**src/rtl/core/assert_macros.svh**
```systemverilog
// Assertion macros shared by the RTL of the HPACK encoder.
// No dependencies.
`ifndef ASSERT_MACROS_SVH
`define ASSERT_MACROS_SVH
// implication checked every clock, masked during reset
`define ASSERT_IMPL(label, clk, rst, ante, cons) \
   label: assert property (@(posedge clk) disable iff (rst) (ante) |-> (cons)) \
      else $error("assertion failed");
// property checked on the next clock after the antecedent
`define ASSERT_NEXT(label, clk, rst, ante, cons) \
   label: assert property (@(posedge clk) disable iff (rst) (ante) |=> (cons)) \
      else $error("assertion failed");
`endif

```
**src/rtl/core/hpack_pkg.sv**
```systemverilog
// Package for the HPACK Huffman encoder: code table and shared types.
// No dependencies.
package hpack_pkg;

   localparam int unsigned CodeW = 30;
   localparam int unsigned LenW  = 5;
   localparam int unsigned AccW  = 40;

   typedef struct packed {
      logic [CodeW-1:0] code;
      logic [LenW-1:0]  len;
   } huff_entry_type;

   // beat group produced by one input item: up to five bytes
   typedef struct packed {
      logic [39:0] bytes;
      logic [2:0]  count;
      logic        string_end;
   } burst_type;

   function automatic logic [CodeW-1:0] code_of(input logic [7:0] s);
      logic [CodeW-1:0] c;
      c = '0;
      case (s)
         8'd0: c = 30'h1ff8; 8'd1: c = 30'h7fffd8; 8'd2: c = 30'hfffffe2;
         8'd3: c = 30'hfffffe3; 8'd4: c = 30'hfffffe4; 8'd5: c = 30'hfffffe5;
         8'd6: c = 30'hfffffe6; 8'd7: c = 30'hfffffe7; 8'd8: c = 30'hfffffe8;
         8'd9: c = 30'hffffea; 8'd10: c = 30'h3ffffffc; 8'd11: c = 30'hfffffe9;
         8'd12: c = 30'hfffffea; 8'd13: c = 30'h3ffffffd; 8'd14: c = 30'hfffffeb;
         8'd15: c = 30'hfffffec; 8'd16: c = 30'hfffffed; 8'd17: c = 30'hfffffee;
         8'd18: c = 30'hfffffef; 8'd19: c = 30'hffffff0; 8'd20: c = 30'hffffff1;
         8'd21: c = 30'hffffff2; 8'd22: c = 30'h3ffffffe; 8'd23: c = 30'hffffff3;
         8'd24: c = 30'hffffff4; 8'd25: c = 30'hffffff5; 8'd26: c = 30'hffffff6;
         8'd27: c = 30'hffffff7; 8'd28: c = 30'hffffff8; 8'd29: c = 30'hffffff9;
         8'd30: c = 30'hffffffa; 8'd31: c = 30'hffffffb; 8'd32: c = 30'h14;
         8'd33: c = 30'h3f8; 8'd34: c = 30'h3f9; 8'd35: c = 30'hffa;
         8'd36: c = 30'h1ff9; 8'd37: c = 30'h15; 8'd38: c = 30'hf8;
         8'd39: c = 30'h7fa; 8'd40: c = 30'h3fa; 8'd41: c = 30'h3fb;
         8'd42: c = 30'hf9; 8'd43: c = 30'h7fb; 8'd44: c = 30'hfa;
         8'd45: c = 30'h16; 8'd46: c = 30'h17; 8'd47: c = 30'h18;
         8'd48: c = 30'h0; 8'd49: c = 30'h1; 8'd50: c = 30'h2;
         8'd51: c = 30'h19; 8'd52: c = 30'h1a; 8'd53: c = 30'h1b;
         8'd54: c = 30'h1c; 8'd55: c = 30'h1d; 8'd56: c = 30'h1e;
         8'd57: c = 30'h1f; 8'd58: c = 30'h5c; 8'd59: c = 30'hfb;
         8'd60: c = 30'h7ffc; 8'd61: c = 30'h20; 8'd62: c = 30'hffb;
         8'd63: c = 30'h3fc; 8'd64: c = 30'h1ffa; 8'd65: c = 30'h21;
         8'd66: c = 30'h5d; 8'd67: c = 30'h5e; 8'd68: c = 30'h5f;
         8'd69: c = 30'h60; 8'd70: c = 30'h61; 8'd71: c = 30'h62;
         8'd72: c = 30'h63; 8'd73: c = 30'h64; 8'd74: c = 30'h65;
         8'd75: c = 30'h66; 8'd76: c = 30'h67; 8'd77: c = 30'h68;
         8'd78: c = 30'h69; 8'd79: c = 30'h6a; 8'd80: c = 30'h6b;
         8'd81: c = 30'h6c; 8'd82: c = 30'h6d; 8'd83: c = 30'h6e;
         8'd84: c = 30'h6f; 8'd85: c = 30'h70; 8'd86: c = 30'h71;
         8'd87: c = 30'h72; 8'd88: c = 30'hfc; 8'd89: c = 30'h73;
         8'd90: c = 30'hfd; 8'd91: c = 30'h1ffb; 8'd92: c = 30'h7fff0;
         8'd93: c = 30'h1ffc; 8'd94: c = 30'h3ffc; 8'd95: c = 30'h22;
         8'd96: c = 30'h7ffd; 8'd97: c = 30'h3; 8'd98: c = 30'h23;
         8'd99: c = 30'h4; 8'd100: c = 30'h24; 8'd101: c = 30'h5;
         8'd102: c = 30'h25; 8'd103: c = 30'h26; 8'd104: c = 30'h27;
         8'd105: c = 30'h6; 8'd106: c = 30'h74; 8'd107: c = 30'h75;
         8'd108: c = 30'h28; 8'd109: c = 30'h29; 8'd110: c = 30'h2a;
         8'd111: c = 30'h7; 8'd112: c = 30'h2b; 8'd113: c = 30'h76;
         8'd114: c = 30'h2c; 8'd115: c = 30'h8; 8'd116: c = 30'h9;
         8'd117: c = 30'h2d; 8'd118: c = 30'h77; 8'd119: c = 30'h78;
         8'd120: c = 30'h79; 8'd121: c = 30'h7a; 8'd122: c = 30'h7b;
         8'd123: c = 30'h7ffe; 8'd124: c = 30'h7fc; 8'd125: c = 30'h3ffd;
         8'd126: c = 30'h1ffd; 8'd127: c = 30'hffffffc; 8'd128: c = 30'hfffe6;
         8'd129: c = 30'h3fffd2; 8'd130: c = 30'hfffe7; 8'd131: c = 30'hfffe8;
         8'd132: c = 30'h3fffd3; 8'd133: c = 30'h3fffd4; 8'd134: c = 30'h3fffd5;
         8'd135: c = 30'h7fffd9; 8'd136: c = 30'h3fffd6; 8'd137: c = 30'h7fffda;
         8'd138: c = 30'h7fffdb; 8'd139: c = 30'h7fffdc; 8'd140: c = 30'h7fffdd;
         8'd141: c = 30'h7fffde; 8'd142: c = 30'hffffeb; 8'd143: c = 30'h7fffdf;
         8'd144: c = 30'hffffec; 8'd145: c = 30'hffffed; 8'd146: c = 30'h3fffd7;
         8'd147: c = 30'h7fffe0; 8'd148: c = 30'hffffee; 8'd149: c = 30'h7fffe1;
         8'd150: c = 30'h7fffe2; 8'd151: c = 30'h7fffe3; 8'd152: c = 30'h7fffe4;
         8'd153: c = 30'h1fffdc; 8'd154: c = 30'h3fffd8; 8'd155: c = 30'h7fffe5;
         8'd156: c = 30'h3fffd9; 8'd157: c = 30'h7fffe6; 8'd158: c = 30'h7fffe7;
         8'd159: c = 30'hffffef; 8'd160: c = 30'h3fffda; 8'd161: c = 30'h1fffdd;
         8'd162: c = 30'hfffe9; 8'd163: c = 30'h3fffdb; 8'd164: c = 30'h3fffdc;
         8'd165: c = 30'h7fffe8; 8'd166: c = 30'h7fffe9; 8'd167: c = 30'h1fffde;
         8'd168: c = 30'h7fffea; 8'd169: c = 30'h3fffdd; 8'd170: c = 30'h3fffde;
         8'd171: c = 30'hfffff0; 8'd172: c = 30'h1fffdf; 8'd173: c = 30'h3fffdf;
         8'd174: c = 30'h7fffeb; 8'd175: c = 30'h7fffec; 8'd176: c = 30'h1fffe0;
         8'd177: c = 30'h1fffe1; 8'd178: c = 30'h3fffe0; 8'd179: c = 30'h1fffe2;
         8'd180: c = 30'h7fffed; 8'd181: c = 30'h3fffe1; 8'd182: c = 30'h7fffee;
         8'd183: c = 30'h7fffef; 8'd184: c = 30'hfffea; 8'd185: c = 30'h3fffe2;
         8'd186: c = 30'h3fffe3; 8'd187: c = 30'h3fffe4; 8'd188: c = 30'h7ffff0;
         8'd189: c = 30'h3fffe5; 8'd190: c = 30'h3fffe6; 8'd191: c = 30'h7ffff1;
         8'd192: c = 30'h3ffffe0; 8'd193: c = 30'h3ffffe1; 8'd194: c = 30'hfffeb;
         8'd195: c = 30'h7fff1; 8'd196: c = 30'h3fffe7; 8'd197: c = 30'h7ffff2;
         8'd198: c = 30'h3fffe8; 8'd199: c = 30'h1ffffec; 8'd200: c = 30'h3ffffe2;
         8'd201: c = 30'h3ffffe3; 8'd202: c = 30'h3ffffe4; 8'd203: c = 30'h7ffffde;
         8'd204: c = 30'h7ffffdf; 8'd205: c = 30'h3ffffe5; 8'd206: c = 30'hfffff1;
         8'd207: c = 30'h1ffffed; 8'd208: c = 30'h7fff2; 8'd209: c = 30'h1fffe3;
         8'd210: c = 30'h3ffffe6; 8'd211: c = 30'h7ffffe0; 8'd212: c = 30'h7ffffe1;
         8'd213: c = 30'h3ffffe7; 8'd214: c = 30'h7ffffe2; 8'd215: c = 30'hfffff2;
         8'd216: c = 30'h1fffe4; 8'd217: c = 30'h1fffe5; 8'd218: c = 30'h3ffffe8;
         8'd219: c = 30'h3ffffe9; 8'd220: c = 30'hffffffd; 8'd221: c = 30'h7ffffe3;
         8'd222: c = 30'h7ffffe4; 8'd223: c = 30'h7ffffe5; 8'd224: c = 30'hfffec;
         8'd225: c = 30'hfffff3; 8'd226: c = 30'hfffed; 8'd227: c = 30'h1fffe6;
         8'd228: c = 30'h3fffe9; 8'd229: c = 30'h1fffe7; 8'd230: c = 30'h1fffe8;
         8'd231: c = 30'h7ffff3; 8'd232: c = 30'h3fffea; 8'd233: c = 30'h3fffeb;
         8'd234: c = 30'h1ffffee; 8'd235: c = 30'h1ffffef; 8'd236: c = 30'hfffff4;
         8'd237: c = 30'hfffff5; 8'd238: c = 30'h3ffffea; 8'd239: c = 30'h7ffff4;
         8'd240: c = 30'h3ffffeb; 8'd241: c = 30'h7ffffe6; 8'd242: c = 30'h3ffffec;
         8'd243: c = 30'h3ffffed; 8'd244: c = 30'h7ffffe7; 8'd245: c = 30'h7ffffe8;
         8'd246: c = 30'h7ffffe9; 8'd247: c = 30'h7ffffea; 8'd248: c = 30'h7ffffeb;
         8'd249: c = 30'hffffffe; 8'd250: c = 30'h7ffffec; 8'd251: c = 30'h7ffffed;
         8'd252: c = 30'h7ffffee; 8'd253: c = 30'h7ffffef; 8'd254: c = 30'h7fffff0;
         default: c = 30'h3ffffee;
      endcase
      return c;
   endfunction

   // code length: largest set bit plus one does not hold for the zero
   // codes, so lengths are tabulated per row of 16
   function automatic logic [LenW-1:0] len_of(input logic [7:0] s);
      int unsigned lens [256];
      lens = '{
         13, 23, 28, 28, 28, 28, 28, 28, 28, 24, 30, 28, 28, 30, 28, 28,
         28, 28, 28, 28, 28, 28, 30, 28, 28, 28, 28, 28, 28, 28, 28, 28,
         6, 10, 10, 12, 13, 6, 8, 11, 10, 10, 8, 11, 8, 6, 6, 6,
         5, 5, 5, 6, 6, 6, 6, 6, 6, 6, 7, 8, 15, 6, 12, 10,
         13, 6, 7, 7, 7, 7, 7, 7, 7, 7, 7, 7, 7, 7, 7, 7,
         7, 7, 7, 7, 7, 7, 7, 7, 8, 7, 8, 13, 19, 13, 14, 6,
         15, 5, 6, 5, 6, 5, 6, 6, 6, 5, 7, 7, 6, 6, 6, 5,
         6, 7, 6, 5, 5, 6, 7, 7, 7, 7, 7, 15, 11, 14, 13, 28,
         20, 22, 20, 20, 22, 22, 22, 23, 22, 23, 23, 23, 23, 23, 24, 23,
         24, 24, 22, 23, 24, 23, 23, 23, 23, 21, 22, 23, 22, 23, 23, 24,
         22, 21, 20, 22, 22, 23, 23, 21, 23, 22, 22, 24, 21, 22, 23, 23,
         21, 21, 22, 21, 23, 22, 23, 23, 20, 22, 22, 22, 23, 22, 22, 23,
         26, 26, 20, 19, 22, 23, 22, 25, 26, 26, 26, 27, 27, 26, 24, 25,
         19, 21, 26, 27, 27, 26, 27, 24, 21, 21, 26, 26, 28, 27, 27, 27,
         20, 24, 20, 21, 22, 21, 21, 23, 22, 22, 25, 25, 24, 24, 26, 23,
         26, 27, 26, 26, 27, 27, 27, 27, 27, 28, 27, 27, 27, 27, 27, 26};
      return LenW'(lens[s]);
   endfunction

endpackage

```
**src/rtl/core/hpack_emit.sv**
```systemverilog
// Output serializer: holds one beat group and sends its bytes one per
// beat. Depends on hpack_pkg.
module hpack_emit (
   input  logic                 clock,
   input  logic                 reset,
   input  logic                 load,
   input  hpack_pkg::burst_type burst,
   output logic                 free,
   output logic                 rsp_valid,
   input  logic                 rsp_ready,
   output logic [7:0]           rsp_coded_byte,
   output logic                 rsp_run_last,
   output logic                 rsp_coded_end
);

   logic [39:0] bytes_ff, bytes_in;
   logic [2:0]  left_ff, left_in;
   logic        end_ff, end_in;
   logic        take;

   assign take = rsp_valid && rsp_ready;
   // free when empty or on the final byte being taken
   assign free = (left_ff == 3'd0) || (left_ff == 3'd1 && rsp_ready);

   always_comb begin
      bytes_in = bytes_ff;
      left_in  = left_ff;
      end_in   = end_ff;
      if (take) begin
         bytes_in = bytes_ff << 8;
         left_in  = left_ff - 3'd1;
      end
      if (load) begin
         bytes_in = burst.bytes;
         left_in  = burst.count;
         end_in   = burst.string_end;
      end
   end

   always_ff @(posedge clock) begin
      if (reset) begin
         left_ff <= '0;
      end else begin
         left_ff <= left_in;
      end
      bytes_ff <= bytes_in;
      end_ff   <= end_in;
   end

   assign rsp_valid      = left_ff != 3'd0;
   assign rsp_coded_byte = bytes_ff[39:32];
   assign rsp_run_last   = left_ff == 3'd1;
   assign rsp_coded_end  = left_ff == 3'd1 && end_ff;

endmodule

```
**config.mk**
```make
export PLATFORM = sky130hd
export DESIGN_NAME = hpack_emit
export DESIGN_NICKNAME = d
export VERILOG_FILES = /design/src/rtl/core/assert_macros.svh /design/src/rtl/core/hpack_pkg.sv /design/src/rtl/core/hpack_emit.sv
export SDC_FILE = /design/constraint.sdc
export NUM_CORES = 1
export LEC_CHECK = 0
export ABC_AREA = 1
export BUFFER_PORTS_ARGS = -buffer_cell sky130_fd_sc_hd__buf_2
export CAP_MARGIN = 20
export CELL_PAD_IN_SITES_DETAIL_PLACEMENT = 0
export CELL_PAD_IN_SITES_GLOBAL_PLACEMENT = 1
export CORE_ASPECT_RATIO = 0.9
export CORE_UTILIZATION = 25
export DETAILED_ROUTE_END_ITERATION = 8
export HOLD_SLACK_MARGIN = 0.12
export PLACE_DENSITY = 0.67
export SYNTH_ARGS = -nofsm -noshare
export SYNTH_HDL_FRONTEND = slang
export SYNTH_SLANG_ARGS = --single-unit
export TNS_END_PERCENT = 100
```
**constraint.sdc**
```tcl
create_clock -name clock -period 1.9 [get_ports clock]
set_clock_uncertainty 0.15 [all_clocks]
set_input_delay 0.095 -clock clock [delete_from_list [all_inputs] [get_ports clock]]
set_output_delay 0.095 -clock clock [all_outputs]
set_load 0.01 [all_outputs]
```
Word-level counts from Yosys, hierarchy flattened
Index checks and enable logic that the tools add are counted.

storage, ports and cells
  register bits = 44
  latch bits = 0
  RAM bits = 0
  memory bits (read-only) = 0
  output and inout bits = 12
  word-level logic and storage cells = 16
  memories kept = 0

operators by class
  add/subtract/negate cells = 1
  multipliers = 0
  divide/modulo/power cells = 0
  magnitude comparators = 0
  equality and inequality tests = 1
  shifts and indexed selects = 0
  mux-type cells = 4
  bitwise logic cells = 0
  reductions and logical operators = 7

operators with widths
  cell                   count
  $mux W40               2
  $mux W3                2
  $eq A3 B1 Y1 const B   1
  $logic_and A1 B1 Y1    3
  $logic_not A3 Y1       1
  $reduce_bool A3 Y1     1
  $sub A3 B1 Y3 const B  1
  $reduce_bool A2 Y1     1
  $logic_or A1 B1 Y1     1

Depth between registers and ports, before layout
  word-level depth = 4
  depth in mapped cells = 8
  depth with buffers taken out = 8

Worst setup path before layout
No wires, ideal clock.

  path type = register -> register
  from = register left_ff[0]
  to = register bytes_ff[0], enable pin
  setup time = 0.395 ns
  arrival = 1.582 ns
  setup slack = -0.226 ns
  cell stages (with the launch flop) = 6
  path buffers = 0
  period minus slack after synthesis = 2.126 ns
  path through = dfxtp_1 > inv_1 > ha_1 > nand2_4 > a21oi_4 > inv_1

on the way
  word-level cells in the longest chain between the ends = 3

RTL lines
  what                                 RTL line          text
  start, declared                      hpack_emit.sv:17  logic [2:0] left_ff, left_in;
  start signal, assigned               hpack_emit.sv:44  left_ff <= left_in;
  $reduce_bool A3 Y1                   hpack_emit.sv:50  assign rsp_valid = left_ff != 3'd0;
  via rsp_valid                        hpack_emit.sv:9   output logic rsp_valid,
  $logic_and A1 B1 Y1                  hpack_emit.sv:21  assign take = rsp_valid && rsp_ready;
  $reduce_bool A2 Y1 (no source line)  n/a
  end signal, assigned                 hpack_emit.sv:46  bytes_ff <= bytes_in;
  end, declared                        hpack_emit.sv:16  logic [39:0] bytes_ff, bytes_in;

The timed path passes the listed nets, and every way through them passes these cells.
A chain may end at the register's enable or synchronous reset.

Worst setup path after layout
  from = register left_ff[0]
  to = register left_ff[0]

on the way
  word-level cells in the longest chain between the ends = 3

RTL lines
  what                                                        RTL line
  $sub A3 B1 Y3 / $reduce_bool A3 Y1 (equally long branches)  hpack_emit.sv:31, hpack_emit.sv:50
  $mux W3 / $logic_and A1 B1 Y1 (equally long branches)       hpack_emit.sv:29, hpack_emit.sv:21
  $mux W3 / $reduce_bool A2 Y1 (equally long branches)        n/a

Several ways; a longest one is shown, not always the timed one. The select of a mux whose other input is x is not followed.

==> impl_results.md <==
* Status: complete, no violations
* ANT cells at 0
* Pin count of the biggest net entering global routing at 41
* Required time worst endpoint at 1980 ps
* Worst-margin pin slew at 571 ps
* Rel. slew slack at 0.619
* Crit path DAT at 1810 ps
* Final WL at 3.86 mm
* List of most frequent post-synthesis cells: 116 x nand2_1, 41 x edfxtp_1, 15 x inv_1
* Switching power at 554 uW
* CP Capture Point: left_ff[0]
* Max Fanout on Critical Path at 4
* Total Routing Usage GR at 0.0970
* WL/cell at 9.35 um
* Period utilization at 0.911
* Worst r2r src: left_ff[0]
* Placed Cells at 354
* CTS Buffer Depth at 2
* Seq/Total Area, Yosys at 0.632
* Worst Setup Path Type: register to register
* Die ar. at 8530 um2
* Crit end category: register
* First-pass GRT wire length at 6.58 mm
* Sw Share at 0.251
* FFs w/ async S/R, synth at 0
* Int Power at 1.65 mW
* FF-to-FF End: left_ff[0]
* Routing usage on met3 at 0.0271
* Grt peak-use layer: met2
* Core area at 7730 um2
* CTS tree: done
* Syn_nets at 263
* Rows at 30
* Area Overhead vs Synth at 46.1%
* DP Wirelength at 2.40 mm
* Cell count after synthesis at 212
* DRC Markers at 0
* Flop pwr share at 0.554
* Vias/cell at 3.78
* Worst setup SP type: register
* Final non-filler cell total at 413
* Initial core utilization at 0.264
* Port bufs at 59
* Placer congestion estimate at 0.652
* Clock power frac at 0.264
* Drt first pass iters at 4
* CTS buffer count at 5
* Syn Area/Cell at 9.63 um2
* Cell taking the most area after synthesis: edfxtp_1
* CP Launch Point: left_ff[0]
* Post-CTS Resized at 0
* Final core utilization at 0.386
* Total congestion overflow at 0
* Post-route ant nets at 0
* Max cap viols at 0
* Worst Reg-to-Reg Cells at 7
* Clock transition at path regs at 90 ps
* Num ports at 60
* RSZ-0062 raised after global routing: no
* Peak supply drop at 0.295 mV
* Most common cell in the netlist: nand2_1
* Yosys warnings at 0
* PwrDens at 740 nW/um2
* Total power at 2.21 mW
* HP Start: load
* Synth area leaders: edfxtp_1 60%, nand2_1 21%, buf_4 3.7%, dfxtp_1 2.9%, inv_1 2.8%
* Chip Height at 87.7 um
* Share of layout cells above drive strength 1 at 0.249
* Netlist cell types at 15
* Initial antenna violation count at 0
* Mapped cell area at 2040 um2
* Synth top area share at 0.603
* Vias in the first global route at 1526
* CTS H-Tree Depth at 2
* Fmax achieved at 0.578 GHz
* Pins Over Slew Limit at 0
* Internal reg-to-reg setup slack at 170 ps
* Setup Buffers After CTS at 0
* Clk root buf: clkbuf_8
* Clk_lat worst skew at 300 ps
* Hold_ws at 243 ps
* Register bit total from synthesis at 44
* Die width at 97.3 um
* Via count at 1561
* Hold-fix buffers, CTS at 51
* Final Hold Fails at 0
* Combinational power share at 0.182
* Sink Count at 44
* Final setup fails at 0
* # nets final at 367
* Post-synth EDFFs at 41
* Leak at 1.44 nW
* GR met1 Demand/Resource at 0.115
* Min-Delay Path Class: input port to register
* Initial drt markers at 29
* Top FF cell, synth: edfxtp_1
* Final min period at 1730 ps
* Met2 Usage GRT at 0.170
==> power by group through the flow <==
stage          registers [mW]  clock network, mW  logic, mW
5_1_grt                  1.23              0.646      0.458
4_1_cts                  1.22              0.605      0.407
2_1_floorplan            1.24                  0      0.229
6_report                 1.22              0.582      0.402
3_5_place_dp             1.25                  0      0.321
3_3_place_gp             1.24                  0      0.319
==> cells in the final DEF (no fill, tap or decap) <==
cell             n
nand3_1          4
dfxtp_1          2
buf_12           1
clkbuf_8         5
ha_1             2
nor2_1           7
o21ai_0          2
dlygate4sd3_1   51
nand2_4          1
inv_1           12
a21oi_4          1
buf_4            2
edfxtp_1        41
inv_2            4
ha_4             1
clkinvlp_4       3
dfxtp_2          1
nand2_1        116
nand2_2          1
clkinv_1         1
buf_2           59
==> cell type report <==
class | instances | area [um2]
fillers | 787 | 4750
multi-input cells | 135 | 576
well taps | 96 | 120
flip-flops and latches | 44 | 1290
clock inverters | 3 | 18.8
inverters | 17 | 67.6
clock buffers | 5 | 68.8
repair buffers | 113 | 841
==> worst max-delay path: stages (launching register included) <==
cell and delay (ps):
dfxtp_2 340, inv_2 80, ha_4 140, nand2_4 60, a21oi_4 210, nor2_1 50
dlygate4sd3_1 550, nor2_1 80
==> registers in the layout (all words and copies together) (netlist names) <==
name,count
end_ff,1
left_ff,3
bytes_ff,40
==> logic make-up (layout without fill, tap and decap cells) <==
logic type	Yosys count	in the layout	share of synthesized area
compound gates	3	3	0.0129
buf+inv	33	138	0.0919
flops	44	44	0.632
simple gates	129	129	0.244
fa+ha+maj	3	3	0.0184
==> per-stage QoR <==
step / setup WS (ps) / TNS [ps] / area (um2)
5_1_grt: 63.7 / 0 / 2980
6_report: 170 / 0 / 2980
2_1_floorplan: -7.20 / -288 / 2060
3_3_place_gp: 373 / 0 / 2390
4_1_cts: 163 / 0 / 2980
3_5_place_dp: 346 / 0 / 2390
==> layer usage <==
metal	part of all wire	routed length, um
met1	0.47	1800
met2	0.47	1820
met3	0.050	193
met4	0.012	47
met5	0	0
==> worst min path at each step <==
stage	cells after the start	slack [ps]	end
finish	4	240	bytes_ff[1]
global route	4	270	bytes_ff[3]
CTS	4	250	bytes_ff[5]
detailed placement	1	130	end_ff
global placement	1	120	end_ff
floorplan	0	40	end_ff
(Power assumes the default switching activity.)
